[config.mk]
export PLATFORM = sky130hd
export DESIGN_NAME = pointer_heading_angle_core_flat
export DESIGN_NICKNAME = d
export VERILOG_FILES = /design/src/hdl/pha_pkg.sv /design/src/hdl/pha_if.sv /design/src/hdl/pointer_heading_angle_core.sv /design/src/hdl/pha_cell.sv /design/src/flat_wrapper.sv
export SDC_FILE = /design/constraint.sdc
export NUM_CORES = 2
export LEC_CHECK = 0
export BUFFER_PORTS_ARGS = -buffer_cell sky130_fd_sc_hd__buf_4
export CORE_MARGIN = 2
export CORE_UTILIZATION = 66
export DETAILED_ROUTE_END_ITERATION = 12
export PLACE_DENSITY = 0.91
export SYNTH_ARGS = -nofsm -noshare
export SYNTH_HDL_FRONTEND = slang
export SYNTH_SLANG_ARGS = --single-unit
[constraint.sdc]
create_clock -name clk -period 49.8 [get_ports clk]
set_clock_uncertainty 0.15 [all_clocks]
set_input_delay 2.49 -clock clk [delete_from_list [all_inputs] [get_ports clk]]
set_output_delay 2.49 -clock clk [all_outputs]
set_load 0.05 [all_outputs]
[src/hdl/pha_pkg.sv]
// ----------------------------------------------------------------------------
// pha_pkg
// Shared types, register codes and the arctangent table of the pointer
// heading core.
// ----------------------------------------------------------------------------
`default_nettype none

package pha_pkg;

  localparam int CORDIC_STAGES_DEF = 16;
  localparam int CORDIC_STAGES_MAX = 24;

  localparam int COORD_BITS = 12;
  localparam int PTR_W      = 12;
  localparam int CFG_W      = 13;
  localparam int IDX_W      = 2;
  localparam int HEAD_W     = 15;

  localparam logic [PTR_W-1:0] COORD_MASK =
    (COORD_BITS >= PTR_W) ? {PTR_W{1'b1}} : PTR_W'((1 << COORD_BITS) - 1);

  // magnitude bits, fraction bits, vector width with growth and sign
  localparam int MAG_W  = PTR_W;
  localparam int FRAC_W = 16;
  localparam int VEC_W  = MAG_W + FRAC_W + 3;
  localparam int ANG_W  = 24;
  localparam int TOT_W  = 25;

  localparam logic [CFG_W-1:0] SCREEN_WIDTH_RST  = CFG_W'(800);
  localparam logic [CFG_W-1:0] SCREEN_HEIGHT_RST = CFG_W'(600);

  localparam logic [IDX_W-1:0] REG_SCREEN_WIDTH  = IDX_W'(0);
  localparam logic [IDX_W-1:0] REG_SCREEN_HEIGHT = IDX_W'(1);

  // quadrant base codes
  localparam logic [1:0] BASE_0   = 2'd0;
  localparam logic [1:0] BASE_90  = 2'd1;
  localparam logic [1:0] BASE_180 = 2'd2;
  localparam logic [1:0] BASE_270 = 2'd3;

  localparam logic [ANG_W-2:0]  ANG_90    = (ANG_W-1)'(90 * 65536);
  localparam logic [HEAD_W-1:0] HEADING_MAX = HEAD_W'(23039);

  typedef struct packed {
    logic       valid;
    logic [1:0] base;
  } pha_ctl_t;

  function automatic logic signed [ANG_W-1:0] atan_entry(input int unsigned idx);
    logic signed [ANG_W-1:0] v;
    case (idx)
      0:  v = ANG_W'(2949120);
      1:  v = ANG_W'(1740967);
      2:  v = ANG_W'(919879);
      3:  v = ANG_W'(466945);
      4:  v = ANG_W'(234379);
      5:  v = ANG_W'(117304);
      6:  v = ANG_W'(58666);
      7:  v = ANG_W'(29335);
      8:  v = ANG_W'(14668);
      9:  v = ANG_W'(7334);
      10: v = ANG_W'(3667);
      11: v = ANG_W'(1833);
      12: v = ANG_W'(917);
      13: v = ANG_W'(458);
      14: v = ANG_W'(229);
      15: v = ANG_W'(115);
      16: v = ANG_W'(57);
      17: v = ANG_W'(29);
      18: v = ANG_W'(14);
      19: v = ANG_W'(7);
      20: v = ANG_W'(4);
      21: v = ANG_W'(2);
      22: v = ANG_W'(1);
      default: v = '0;
    endcase
    return v;
  endfunction

endpackage

`default_nettype wire

[src/hdl/pha_if.sv]
// ----------------------------------------------------------------------------
// pha_if
// Valid/ready channels of the pointer heading core: pointer samples in,
// headings out.
// ----------------------------------------------------------------------------
`default_nettype none

interface pha_sample_if;
  logic        valid;
  logic        ready;
  logic [11:0] pointer_x;
  logic [11:0] pointer_y;

  modport source (output valid, output pointer_x, output pointer_y, input ready);
  modport sink   (input valid, input pointer_x, input pointer_y, output ready);
endinterface

interface pha_result_if;
  logic        valid;
  logic        ready;
  logic [14:0] heading;

  modport source (output valid, output heading, input ready);
  modport sink   (input valid, input heading, output ready);
endinterface

`default_nettype wire

[src/hdl/pointer_heading_angle_core.sv]
// ----------------------------------------------------------------------------
// pointer_heading_angle_core
// Clockwise compass heading of a pointer around the screen centre, in
// 1/64 degree, from a pipelined CORDIC arctangent.
// ----------------------------------------------------------------------------
// The core takes one pointer sample per cycle while the result channel is
// not stalled. A sample passes a front stage that subtracts the screen
// centre and folds the offset into its quadrant, the CORDIC cells, and a
// back stage that adds the quadrant base, rounds and saturates. All stages
// advance together; a stall on the result channel holds the whole chain
// and drops ready on the sample channel. The user must write screen width
// and height through the cfg port while no sample is in flight; unchecked.
// ----------------------------------------------------------------------------
`default_nettype none

module pointer_heading_angle_core
  import pha_pkg::*;
#(
  parameter int CORDIC_STAGES = CORDIC_STAGES_DEF
) (
  input  wire logic              clk,
  input  wire logic              rst,
  input  wire logic              cfg_we,
  input  wire logic [IDX_W-1:0]  cfg_index,
  input  wire logic [CFG_W-1:0]  cfg_data,
  pha_sample_if.sink             sample,
  pha_result_if.source           result
);

  logic [CFG_W-1:0] screen_width;
  logic [CFG_W-1:0] screen_height;

  always_ff @(posedge clk) begin
    if (rst) begin
      screen_width  <= SCREEN_WIDTH_RST;
      screen_height <= SCREEN_HEIGHT_RST;
    end else if (cfg_we) begin
      unique case (cfg_index)
        REG_SCREEN_WIDTH:  screen_width  <= cfg_data;
        REG_SCREEN_HEIGHT: screen_height <= cfg_data;
        default: ;
      endcase
    end
  end

  logic en;
  assign en           = !result.valid || result.ready;
  assign sample.ready = en;

  // front stage: centre offset and quadrant fold
  logic [PTR_W-1:0]        px;
  logic [PTR_W-1:0]        py;
  logic signed [MAG_W:0]   dx;
  logic signed [MAG_W:0]   dy;
  logic [MAG_W-1:0]        ax;
  logic [MAG_W-1:0]        ay;
  logic [MAG_W-1:0]        num;
  logic [MAG_W-1:0]        den;
  logic [1:0]              base_next;

  assign px = sample.pointer_x & COORD_MASK;
  assign py = sample.pointer_y & COORD_MASK;
  assign dx = $signed({1'b0, px}) - $signed({1'b0, screen_width[CFG_W-1:1]});
  assign dy = $signed({1'b0, py}) - $signed({1'b0, screen_height[CFG_W-1:1]});
  assign ax = dx[MAG_W] ? MAG_W'(-dx) : dx[MAG_W-1:0];
  assign ay = dy[MAG_W] ? MAG_W'(-dy) : dy[MAG_W-1:0];

  always_comb begin
    num       = '0;
    den       = '0;
    base_next = BASE_0;
    if (dy == '0) begin
      base_next = dx[MAG_W] ? BASE_270 : BASE_90;
    end else if (dx == '0) begin
      base_next = dy[MAG_W] ? BASE_0 : BASE_180;
    end else if (!dx[MAG_W] && !dy[MAG_W]) begin
      base_next = BASE_90;
      num       = ay;
      den       = ax;
    end else if (!dx[MAG_W]) begin
      base_next = BASE_0;
      num       = ax;
      den       = ay;
    end else if (dy[MAG_W]) begin
      base_next = BASE_270;
      num       = ay;
      den       = ax;
    end else begin
      base_next = BASE_180;
      num       = ax;
      den       = ay;
    end
  end

  pha_ctl_t                ctl [0:CORDIC_STAGES];
  logic signed [VEC_W-1:0] xv  [0:CORDIC_STAGES];
  logic signed [VEC_W-1:0] yv  [0:CORDIC_STAGES];
  logic signed [ANG_W-1:0] zv  [0:CORDIC_STAGES];

  always_ff @(posedge clk) begin
    if (rst) begin
      ctl[0].valid <= 1'b0;
    end else if (en) begin
      ctl[0].valid <= sample.valid;
    end
  end

  always_ff @(posedge clk) begin
    if (en) begin
      ctl[0].base <= base_next;
      xv[0]       <= $signed({3'b000, den, {FRAC_W{1'b0}}});
      yv[0]       <= $signed({3'b000, num, {FRAC_W{1'b0}}});
      zv[0]       <= '0;
    end
  end

  for (genvar i = 0; i < CORDIC_STAGES; i++) begin : g_cell
    pha_cell #(
      .STAGE (i)
    ) u_cell (
      .clk     (clk),
      .rst     (rst),
      .en      (en),
      .ctl_in  (ctl[i]),
      .x_in    (xv[i]),
      .y_in    (yv[i]),
      .z_in    (zv[i]),
      .ctl_out (ctl[i+1]),
      .x_out   (xv[i+1]),
      .y_out   (yv[i+1]),
      .z_out   (zv[i+1])
    );
  end

  // back stage: clamp, add base, round, saturate
  logic signed [ANG_W-1:0] z_last;
  logic [ANG_W-2:0]        z_clamp;
  logic [TOT_W-1:0]        base_ang;
  logic [TOT_W-1:0]        total;
  logic [TOT_W-1:0]        rounded;
  logic [HEAD_W-1:0]       heading_next;

  assign z_last = zv[CORDIC_STAGES];

  always_comb begin
    if (z_last[ANG_W-1]) begin
      z_clamp = '0;
    end else if (z_last[ANG_W-2:0] > ANG_90) begin
      z_clamp = ANG_90;
    end else begin
      z_clamp = z_last[ANG_W-2:0];
    end
  end

  always_comb begin
    unique case (ctl[CORDIC_STAGES].base)
      BASE_0:   base_ang = '0;
      BASE_90:  base_ang = TOT_W'(ANG_90);
      BASE_180: base_ang = TOT_W'(2 * 90 * 65536);
      BASE_270: base_ang = TOT_W'(3 * 90 * 65536);
      default:  base_ang = '0;
    endcase
  end

  assign total        = base_ang + TOT_W'(z_clamp);
  assign rounded      = total + TOT_W'(512);
  assign heading_next = (rounded[TOT_W-1:10] > HEADING_MAX) ? HEADING_MAX
                                                           : rounded[TOT_W-1:10];

  always_ff @(posedge clk) begin
    if (rst) begin
      result.valid <= 1'b0;
    end else if (en) begin
      result.valid <= ctl[CORDIC_STAGES].valid;
    end
  end

  always_ff @(posedge clk) begin
    if (en) begin
      result.heading <= heading_next;
    end
  end

  a_heading_range: assert property (@(posedge clk) disable iff (rst)
    result.valid |-> result.heading <= HEADING_MAX)
    else $error("heading beyond full circle");

  a_stall_blocks_input: assert property (@(posedge clk) disable iff (rst)
    result.valid && !result.ready |-> !sample.ready)
    else $error("sample taken while result stalled");

  a_accept_enters_chain: assert property (@(posedge clk) disable iff (rst)
    sample.valid && sample.ready |=> ctl[0].valid)
    else $error("accepted beat lost at front stage");

  a_stall_holds_result: assert property (@(posedge clk) disable iff (rst)
    result.valid && !result.ready |=> result.valid && $stable(result.heading))
    else $error("stalled result changed");

endmodule

`default_nettype wire

[src/hdl/pha_cell.sv]
// ----------------------------------------------------------------------------
// pha_cell
// One CORDIC vectoring cell: rotates the vector toward the x axis by the
// fixed angle of its stage and accumulates that angle.
// ----------------------------------------------------------------------------
`default_nettype none

module pha_cell
  import pha_pkg::*;
#(
  parameter int STAGE = 0
) (
  input  wire logic                    clk,
  input  wire logic                    rst,
  input  wire logic                    en,
  input  wire pha_ctl_t                ctl_in,
  input  wire logic signed [VEC_W-1:0] x_in,
  input  wire logic signed [VEC_W-1:0] y_in,
  input  wire logic signed [ANG_W-1:0] z_in,
  output pha_ctl_t                     ctl_out,
  output logic signed [VEC_W-1:0]      x_out,
  output logic signed [VEC_W-1:0]      y_out,
  output logic signed [ANG_W-1:0]      z_out
);

  localparam logic signed [ANG_W-1:0] STEP_ANG = atan_entry(STAGE);

  logic signed [VEC_W-1:0] xs;
  logic signed [VEC_W-1:0] ys;
  logic signed [VEC_W-1:0] x_next;
  logic signed [VEC_W-1:0] y_next;
  logic signed [ANG_W-1:0] z_next;

  assign xs = x_in >>> STAGE;
  assign ys = y_in >>> STAGE;

  always_comb begin
    x_next = x_in;
    y_next = y_in;
    z_next = z_in;
    if (y_in[VEC_W-1]) begin
      x_next = x_in - ys;
      y_next = y_in + xs;
      z_next = z_in - STEP_ANG;
    end else if (y_in != '0) begin
      x_next = x_in + ys;
      y_next = y_in - xs;
      z_next = z_in + STEP_ANG;
    end
  end

  always_ff @(posedge clk) begin
    if (rst) begin
      ctl_out.valid <= 1'b0;
    end else if (en) begin
      ctl_out.valid <= ctl_in.valid;
    end
  end

  always_ff @(posedge clk) begin
    if (en) begin
      ctl_out.base <= ctl_in.base;
      x_out        <= x_next;
      y_out        <= y_next;
      z_out        <= z_next;
    end
  end

endmodule

`default_nettype wire
[src/flat_wrapper.sv]
// flat-port wrapper written by rule: the top's interface ports become plain ports
module pointer_heading_angle_core_flat import pha_pkg::*;
#(
  parameter int CORDIC_STAGES = CORDIC_STAGES_DEF
)
  (clk, rst, cfg_we, cfg_index, cfg_data, sample_valid, sample_pointer_x, sample_pointer_y, sample_ready, result_valid, result_heading, result_ready);
  pha_sample_if sample_i ();
  pha_result_if result_i ();
  input  wire logic clk;
  input  wire logic rst;
  input  wire logic cfg_we;
  input  wire logic [IDX_W-1:0] cfg_index;
  input  wire logic [CFG_W-1:0] cfg_data;
  input wire logic [$bits(sample_i.valid)-1:0] sample_valid;
  input wire logic [$bits(sample_i.pointer_x)-1:0] sample_pointer_x;
  input wire logic [$bits(sample_i.pointer_y)-1:0] sample_pointer_y;
  output wire logic [$bits(sample_i.ready)-1:0] sample_ready;
  output wire logic [$bits(result_i.valid)-1:0] result_valid;
  output wire logic [$bits(result_i.heading)-1:0] result_heading;
  input wire logic [$bits(result_i.ready)-1:0] result_ready;
  assign sample_i.valid = sample_valid;
  assign sample_i.pointer_x = sample_pointer_x;
  assign sample_i.pointer_y = sample_pointer_y;
  assign sample_ready = sample_i.ready;
  assign result_valid = result_i.valid;
  assign result_heading = result_i.heading;
  assign result_i.ready = result_ready;
  pointer_heading_angle_core #(.CORDIC_STAGES(CORDIC_STAGES)) u_core (.clk(clk), .rst(rst), .cfg_we(cfg_we), .cfg_index(cfg_index), .cfg_data(cfg_data), .sample(sample_i), .result(result_i));
endmodule
==> impl_metrics.ini <==
[outcome]
run_status = completed

[worst_hold_path]
worst_hold_path_type = reg -> reg
holdCritStartpoint = u_core.g_cell[10].u_cell.ctl_out[0]

[global_routing]
grt_overflow = 0
grt_first_pass_wirelength_um = 563000
groute.usage.overall = 0.361
antenna_found_initial = 9
grt_start_max_net_pins = 165
grt_pass1_vias = 104000

[clock_network]
register_clock_pin_slew_on_the_reported_worst_setup_and_hold_paths_ns = 0.06
cts_tree = done
cts_buffers = 141
cts_root_buffer = sky130_fd_sc_hd__clkbuf_16
cts_max_level = 4
postCtsHoldBufs = 0
clk-insertion-delay-late_ns = 0.84
post_cts.repair.setup_buffers = 0
postCtsResizedCells = 0
cts_buffer_depth = 3
clkSinkCount = 1217

[die]
die_x_um = 438
die_area_um2 = 192000
die_h_um = 438
rows = 159
core_um2 = 188000
initial_utilization = 0.664
ios = 61

[synthesis]
post_synth.cell_area_avg_um2 = 8.41
post_synth_num_cell_types = 96
syn-num-nets = 16400
post_synth_instance_area_um2 = 125000
postSynth.topFlopCell = sky130_fd_sc_hd__edfxtp_1
async_reset_ff_frac = 0
flop_and_latch_count_out_of_synthesis = 1217
postSynthCellCount = 14800
synth-seq-area-share = 0.290
synth_edf_count = 1175
yosys_warnings = 0

[worst_setup_path]
path_common_cell = sky130_fd_sc_hd__buf_4
ff2ff_path_depth = 7
timing.rr.end = u_core.g_cell[12].u_cell.y_out[0]
r2r_start = u_core.result.valid
worst_reg_to_reg_setup_slack_ns = 44.69
crit_path_start = result_ready
critPathLaunchType = input port
crit_path_end_kind = flop
critical_path.endpoint = u_core.g_cell[12].u_cell.y_out[0]
setup.worst_path.class = in -> reg
worst-path-max-fanout = 105
timing.critical_path.cells = buf_4 -> nor2b_1 -> buf_4 -> inv_8 -> buf_4 -> buf_4 -> buf_4 -> buf_4
crit_arrival_ns = 6.77
cpMaxStageDelayCell = sky130_fd_sc_hd__buf_4
crit_path_max_incr_delay_ns = 0.87
crit_required_ns = 50.12

[flow_run]
drv.max_cap_violation_count = 0

[route]
postRouteWirelength_um = 361000
drc_errors = 0
route.antenna.remaining_nets = 0
drtPass1Iterations = 9
routed_wire_length_per_instance_um = 21.2
via_count = 113000
route.detailed.vias_per_inst = 6.62
detail_route.iter0.violations = 11600

[finish]
final_common_cell = sky130_fd_sc_hd__ha_1
post_route_cells_drive_above_1_share = 0.0375
layout.cells.most_common_list = 1,483 x sky130_fd_sc_hd__ha_1, 1,332 x sky130_fd_sc_hd__nor2_1, 1,301 x sky130_fd_sc_hd__a21oi_1, 1,278 x sky130_fd_sc_hd__inv_1, 1,175 x sky130_fd_sc_hd__edfxtp_1
net_total_in_the_final_layout = 16000
syn2layout_area_growth_pct = 5.38

[placement]
port_buffer_count = 59
dp_hpwl_um = 271000
gp_congestion = 1.03

[sta]
layout_worst_path_cycle_share = 0.130
slew_headroom = 0.102
worst_pin_slew_ns = 1.34
timing_hold_violations_final = 0
period_needed_ns = 6.46
unrepaired_setup_endpoints_after_global_routing = no
fmax_ghz = 0.155
finalSetupViolations = 0
timing.setup.tns_ns = 0
final-max-slew-violation-count = 0
worst min-delay path by stage:
stage | cells past startpoint | end | slack (ns)
2_1_floorplan | 0 | u_core.g_cell[0].u_cell.ctl_out[0] | 0.25
3_3_place_gp | 0 | u_core.g_cell[5].u_cell.ctl_out[1] | 0.25
3_5_place_dp | 0 | u_core.g_cell[3].u_cell.ctl_out[0] | 0.25
4_1_cts | 0 | u_core.g_cell[7].u_cell.ctl_out[1] | 0.27
5_1_grt | 0 | u_core.g_cell[3].u_cell.ctl_out[0] | 0.28
6_report | 0 | u_core.g_cell[11].u_cell.ctl_out[0] | 0.26
stage by stage:
step / hold slack (ns) / worst slack (ns) / utilization / std cells / cell area [µm²]
after detailed placement: 0.255 / 42.47 / 0.674 / 16800 / 126000
final: 0.257 / 43.34 / 0.700 / 17000 / 131000
after CTS: 0.267 / 43.36 / 0.699 / 17000 / 131000
after global placement: 0.250 / 42.62 / 0.674 / 16800 / 126000
after global routing: 0.275 / 43.00 / 0.699 / 17000 / 131000
after floorplan: 0.250 / 12.18 / - / 14800 / 125000
cell families after synthesis:
family                     count (synthesis)  synth area share
xor gates and xnor gates                1261            0.0887
DFF                                     1217             0.290
adders and majority gates               1531             0.157
muxes                                     49           0.00408
AOI/OAI and AO/OA                       4671             0.243
and+or+nand+nor                         4072             0.157
buffers and inverters                   2006            0.0606
synthesized netlist by cell type (all sizes together) (78+ instances only):
| cell | count | area share |
|---|---|---|
| ha | 1483 | 0.15 |
| o31ai | 138 | 0.0084 |
| a221oi | 82 | 0.0059 |
| nand4 | 89 | 0.0045 |
| nor4 | 201 | 0.010 |
| a21o | 251 | 0.015 |
| inv | 1284 | 0.039 |
| nand3 | 235 | 0.0094 |
| nor2b | 198 | 0.0099 |
| o21ai | 952 | 0.038 |
| xor2 | 309 | 0.022 |
| a22oi | 153 | 0.0092 |
| nand2b | 219 | 0.011 |
| nor2 | 1347 | 0.041 |
| a31oi | 162 | 0.0081 |
| o221ai | 123 | 0.0087 |
| o21bai | 277 | 0.017 |
| or3 | 150 | 0.0075 |
| clkbuf | 650 | 0.020 |
| a21oi | 1302 | 0.052 |
| edfxtp | 1175 | 0.28 |
| o211ai | 78 | 0.0047 |
| o21a | 125 | 0.0075 |
| nand2 | 875 | 0.026 |
| xnor2 | 952 | 0.067 |
| and3 | 95 | 0.0048 |
| nor3 | 362 | 0.015 |
| a211oi | 133 | 0.0080 |
| o22ai | 254 | 0.013 |
final cells by class:
type | instances | area (µm²)
well taps | 2495 | 3120
clock buffers | 172 | 3760
clock inverters | 88 | 1100
inverters | 1298 | 4880
fillers | 14500 | 56400
repair buffers | 164 | 1240
multi-input cells | 11600 | 81000
flip-flops and latches | 1217 | 36100
diodes | 6 | 15.0
critical path, delay by kind of cell:
kind                   cells  cell delay, ns
buffers and inverters      7            4.01
AND/OR/NAND/NOR            1            0.04
state kept, by name (all words and copies together) (netlist names), 15 cells and up:
register and flops:
u_core.g_cell.u_cell.ctl_out 48, u_core.g_cell.u_cell.x_out 357, u_core.g_cell.u_cell.y_out 401, u_core.g_cell.u_cell.z_out 344
u_core.result.heading 15
metal layers:
metal,global-route usage,vias up,wire length (µm)
li1,-,53100,-
met1,0.460,52900,140000
met3,0.0542,1153,32700
met5,0,-,20
met4,0.225,4,24700
met2,0.575,5620,163000
Power is left out: the tool's default activity adds up to more than one toggle a clock period on the data nets, which glitch-free logic cannot reach.
